`config.mk`:
```
export PLATFORM = sky130hd
export DESIGN_NAME = pfa_ctrl
export DESIGN_NICKNAME = d
export VERILOG_FILES = /design/src/design/pfa_pkg.sv /design/src/design/pfa_ctrl.sv
export SDC_FILE = /design/constraint.sdc
export NUM_CORES = 1
export LEC_CHECK = 0
export BUFFER_PORTS_ARGS = -buffer_cell sky130_fd_sc_hd__buf_2
export CAP_MARGIN = 20
export CORE_AREA = 3 3 40 42
export DETAILED_ROUTE_END_ITERATION = 12
export DIE_AREA = 0 0 43 45
export SYNTH_ARGS = -nofsm -noshare
export SYNTH_HDL_FRONTEND = slang
export SYNTH_SLANG_ARGS = --single-unit
```
`constraint.sdc`:
```
create_clock -name clk -period 3.81 [get_ports clk]
set_clock_uncertainty 0.2 [all_clocks]
set_input_delay 0.9525 -clock clk [delete_from_list [all_inputs] [get_ports clk]]
set_output_delay 0.9525 -clock clk [all_outputs]
set_load 0.005 [all_outputs]
```
`src/design/pfa_pkg.sv`:
```
// Shared types and constants for the page-frame allocator.
// No dependencies; imported by every other design file except pfa_ram.
`default_nettype none
package pfa_pkg;
    localparam int MAP_DEPTH_DEF   = 4096;
    localparam int CACHE_DEPTH_DEF = 16;

    localparam int OP_W       = 3;
    localparam int PAGE_W     = 12;
    localparam int LEN_W      = 13;
    localparam int MARK_W     = 2;
    localparam int CFG_IDX_W  = 2;
    localparam int CFG_DATA_W = 13;

    localparam logic [OP_W-1:0] OP_ALLOC = 3'd0;
    localparam logic [OP_W-1:0] OP_FREE  = 3'd1;
    localparam logic [OP_W-1:0] OP_MARK  = 3'd2;
    localparam logic [OP_W-1:0] OP_FIND  = 3'd3;
    localparam logic [OP_W-1:0] OP_INIT  = 3'd4;

    localparam logic [MARK_W-1:0] MARK_FREE   = 2'd0;
    localparam logic [MARK_W-1:0] MARK_CACHED = 2'd1;
    localparam logic [MARK_W-1:0] MARK_USED   = 2'd2;

    localparam logic [CFG_IDX_W-1:0] CFG_USABLE   = 2'd0;
    localparam logic [CFG_IDX_W-1:0] CFG_RESERVED = 2'd1;

    localparam logic [CFG_DATA_W-1:0] USABLE_RESET   = 13'd4096;
    localparam logic [CFG_DATA_W-1:0] RESERVED_RESET = 13'd0;

    typedef enum logic [2:0] {
        ST_CLEAR,
        ST_IDLE,
        ST_REFILL,
        ST_FIND,
        ST_SWEEP,
        ST_RESP
    } state_t;

    typedef struct packed {
        logic load;
        logic scan;
        logic sweep;
        logic clear;
        logic finish;
    } dp_cmd_t;

    typedef struct packed {
        logic need_refill;
        logic find_trivial;
        logic scan_done;
        logic sweep_done;
        logic out_free;
    } dp_stat_t;
endpackage
`default_nettype wire

```
`src/design/pfa_ctrl.sv`:
```
// Controller state machine: sequences accept, map scans, sweeps and response.
// Depends on pfa_pkg; talks to pfa_datapath through dp_cmd_t and dp_stat_t.
`default_nettype none
module pfa_ctrl import pfa_pkg::*; (
    input  wire logic            clk,
    input  wire logic            rst_n,
    input  wire logic            req_valid,
    input  wire logic [OP_W-1:0] opcode,
    output logic                 req_ready,
    output dp_cmd_t              cmd,
    input  wire dp_stat_t        stat
);
    state_t state_reg, state_next;

    always_ff @(posedge clk or negedge rst_n)
    begin
        if (!rst_n)
        begin
            state_reg <= ST_CLEAR;
        end
        else
        begin
            state_reg <= state_next;
        end
    end

    always_comb
    begin
        state_next = state_reg;
        cmd        = '0;
        req_ready  = 1'b0;
        case (state_reg)
            ST_CLEAR:
            begin
                cmd.sweep = 1'b1;
                cmd.clear = 1'b1;
                if (stat.sweep_done)
                begin
                    state_next = ST_IDLE;
                end
            end
            ST_IDLE:
            begin
                req_ready = 1'b1;
                if (req_valid)
                begin
                    cmd.load = 1'b1;
                    case (opcode)
                        OP_ALLOC: state_next = stat.need_refill ? ST_REFILL : ST_RESP;
                        OP_FIND:  state_next = stat.find_trivial ? ST_RESP : ST_FIND;
                        OP_INIT:  state_next = ST_SWEEP;
                        default:  state_next = ST_RESP;
                    endcase
                end
            end
            ST_REFILL, ST_FIND:
            begin
                cmd.scan = 1'b1;
                if (stat.scan_done)
                begin
                    state_next = ST_RESP;
                end
            end
            ST_SWEEP:
            begin
                cmd.sweep = 1'b1;
                if (stat.sweep_done)
                begin
                    state_next = ST_RESP;
                end
            end
            ST_RESP:
            begin
                // hold until the output register can take the beat
                if (stat.out_free)
                begin
                    cmd.finish = 1'b1;
                    state_next = ST_IDLE;
                end
            end
            default: state_next = ST_IDLE;
        endcase
    end
endmodule
`default_nettype wire

```
# Word-level counts from Yosys, hierarchy flattened
# Cells that the tools add are included.
# word_totals
ff_bits	3
inputBits	11
out_inout_bits	6
elab_cells	35
# op_classes
n_eq_ne	12
mux	17
n_reduce_logical	5
# op_table
op	n
$mux W3	7
$pmux W3 S5	1
$ne A2 B2 Y1 const B	5
$eq A3 B2 Y1 const B	3
$eq A3 B3 Y1 const B	3
$pmux W3 S3	1
$mux W1	8
$logic_not A3 Y1	2
$reduce_and A5 Y1	1
$reduce_or A2 Y1	2
$eq A3 B1 Y1 const B	1

# Depth between registers and ports, before layout
# logic_depth
depth_word	4
mapped_depth	5
ltp_nobuf	4

# Least setup slack after synthesis
# OpenSTA, ideal clock, no wires.
# synth_timing
path_type	input to output
from	in req_valid
to	out cmd[4] (netlist bit)
arrival_ns	1.385
required_ns	2.658
slack_ns	1.273
stages	3
path_buffers	0
cell_sequence	nand2_1 -> or3_1 -> clkinv_1
# synth_rtl
item	line	rtl
start: declaration	pfa_ctrl.sv:7	input wire logic req_valid,
end: declaration	pfa_ctrl.sv:10	output dp_cmd_t cmd,

==> flow_metrics.py <==
metrics = {
    "placement": {
        "dpl-instance-area_um2": 329.1,
        "place_congestion": 0.7519,
        "post-dp-hpwl_um": 485.5,
        "port-buffer-count": 16,
    },
    "die": {
        "die_height_um": 45,
        "core_area_um2": 1285,
        "num_rows": 13,
        "pin_count": 17,
        "initial_core_util_pct": 20.25,
        "die_area_um2": 1935,
        "fp.dieW_um": 43,
    },
    "timing": {
        "setup_viol": 0,
        "setup_tns_ns": 0,
        "hold_violations": 0,
        "tightestPinTransition_ns": 0.3078,
        "post-route-period-util_pct": 72.32,
        "maxSlewViolCount": 0,
        "slew_headroom_pct": 79.44,
        "timing.fmax_mhz": 362.9,
        "min_period_ns": 2.756,
        "rsz0062_at_grt": "false",
    },
    "critical_path": {
        "worstPathArrival_ns": 1.60,
        "crit_slowest_cell": "or3_1",
        "cp_max_fo": 2,
        "slowest_delay_ns": 0.34,
        "startpoint_type": "input pin",
        "crit_chain": "buf_2 > nand2_1 > or3_1 > clkinv_1 > buf_2",
        "cpMostUsedCell": "buf_2",
        "end_kind": "output port",
        "required_ns": 2.66,
        "critical_path_class": "in2out",
    },
    "detailed_routing": {
        "detail_route.wl_per_cell_um": 10.31,
        "drtAntennaViolNets": 0,
        "avgViaCountPerCell": 4.377,
        "drc": 0,
        "firstDrtPassIters": 2,
        "drt-total-wl_um": 629,
        "vias": 267,
        "drtIter0Drc": 6,
    },
    "synth": {
        "yosysTopAreaCellShare_pct": 28.85,
        "synth_warnings": 0,
        "syn_area_um2": 260.3,
        "ys_seq_area_share_pct": 28.85,
        "synth.avg_cell_area_um2": 8.974,
        "yosys.area.top_type": "dfrtp_1",
        "synth.cells.most_frequent": "4 x nor2_1, 3 x dfrtp_1, 3 x nor3_1, 2 x buf_6, 2 x nor3b_1",
        "ys_types": 20,
        "ys_ff_latch": 3,
        "postSynthNetCount": 40,
        "synth.most_common_cell": "nor2_1",
        "async_flop_share_pct": 100.0,
        "synth_top_flop_cell": "dfrtp_1",
        "synth_edf_count": 0,
        "synthCells": 29,
        "ys_top_cells_by_area": "dfrtp_1 29%, buf_6 8.7%, and4bb_4 6.3%, nor3_1 5.8%, nor2_1 5.8%",
    },
    "run": {
        "cap_violations": 0,
    },
    "cts": {
        "cts_resized": 0,
        "cts_buffers": 3,
        "cts.sinks": 3,
        "cts-root-buf": "clkbuf_4",
        "clock_latency_ns": 0.23,
        "post_cts_buffers": 0,
        "clock_path_buffers": 2,
        "clkTransAtPathRegs_ns": 0.04,
        "cts-htree-levels": 1,
        "hold_buffers": 0,
        "tritoncts": "yes",
    },
    "grt": {
        "grt_pass1_vias": 264,
        "overflow": 0,
        "grt_max_degree": 11,
        "antenna_found_initial": 0,
        "grt_pass1_wl_um": 1083,
        "grt_usage_pct": 8.250,
    },
    "finish": {
        "synthToLayoutAreaGrowth_pct": 36.54,
        "diodes": 0,
        "drive_gt1_share_pct": 45.65,
        "nNetsFinal": 58,
        "largest_reg_flops": 3,
        "fin_area_um2": 355.3,
    },
    "pwr": {
        "pwr_density_cell_nw_per_um2": 503.1,
        "ir_worst_vdd_v": 0.0001383,
        "total_power_w": 0.0001788,
        "leakage_nw": 0.1729,
    },
    "min_path": {
        "hp-class": "in2async",
    },
    "outcome": {
        "status": "finished, final reports clean",
    },
}
==> where the power goes <==
part | switching [W] | internal [W]
Combinational | 0.0000257 | 0.0000396
Clock | 0.0000169 | 0.0000393
Sequential | 0.0000179 | 0.0000394
Total | 0.0000605 | 0.000118
==> metrics by stage <==
step	hold WS [ns]	std cells	worst slack (ns)	utilization [%]
finish	0.3040	61	1.054	27.65
global route	0.2953	61	1.019	27.65
CTS	0.2968	61	1.060	27.65
detailed placement	0.4874	57	1.059	25.61
global placement	0.4878	57	1.061	25.61
floorplan	0.4183	29	1.273	-
==> cells by family after synthesis <==
group                  count (synthesis)  synth area share, %
DFF                                    3                28.85
AOI/OAI and AO/OA                      6                17.31
buffers and inverters                  4                12.98
and+or+nand+nor                       16                40.86
==> critical path: cells and delay by family <==
kind                   cells  cell delay, ns
AND/OR/NAND/NOR            2            0.39
buffers and inverters      3            0.25
==> worst paths after layout <==
path,from,end,slack [ns],depth (start not counted)
min reg2reg,state_reg[0],state_reg[0],0.48,1
max,req_valid,cmd[4],1.05,5
max in group asynchronous,rst_n,state_reg[2],3.00,1
max reg2reg,state_reg[1],state_reg[2],2.40,3
min,rst_n,state_reg[1],0.30,1
min in group clk,state_reg[0],state_reg[0],0.48,1
==> layer usage <==
metal	vias up	routed length, um	GRT usage (%)	share of wire, %
met5	-	0	0	0
met1	115	267	8.213	42
met4	0	0	10.84	0
li1	141	-	-	-
met3	0	41	2.390	6.5
met2	11	321	12.28	51
==> cell type report <==
cell class	count	area (um^2)
Tap cell	15	18.77
Sequential cell	3	75.07
Multi-Input combinational cell	22	151.4
Fill cell	148	929.6
Clock buffer	4	26.28
Inverter	1	3.754
Timing Repair Buffer	16	80.08
==> cells in the final DEF (no fill, tap or decap) <==
master,netlist,routed
buf_2,0,16
nor2_1,4,4
nor3_1,3,3
clkbuf_4,0,3
dfrtp_1,3,3
nor3b_1,2,2
nor2b_1,1,1
nand2_1,1,1
or3_1,1,1
clkinv_1,1,1
and4b_1,1,1
and4bb_4,1,1
nor3_2,1,1
nor4b_1,1,1
a31oi_1,1,1
a21oi_1,1,1
a22o_1,1,1
a31o_1,1,1
a2bb2oi_1,1,1
o21bai_1,1,1
clkbuf_1,0,1
(Power assumes the default switching activity.)
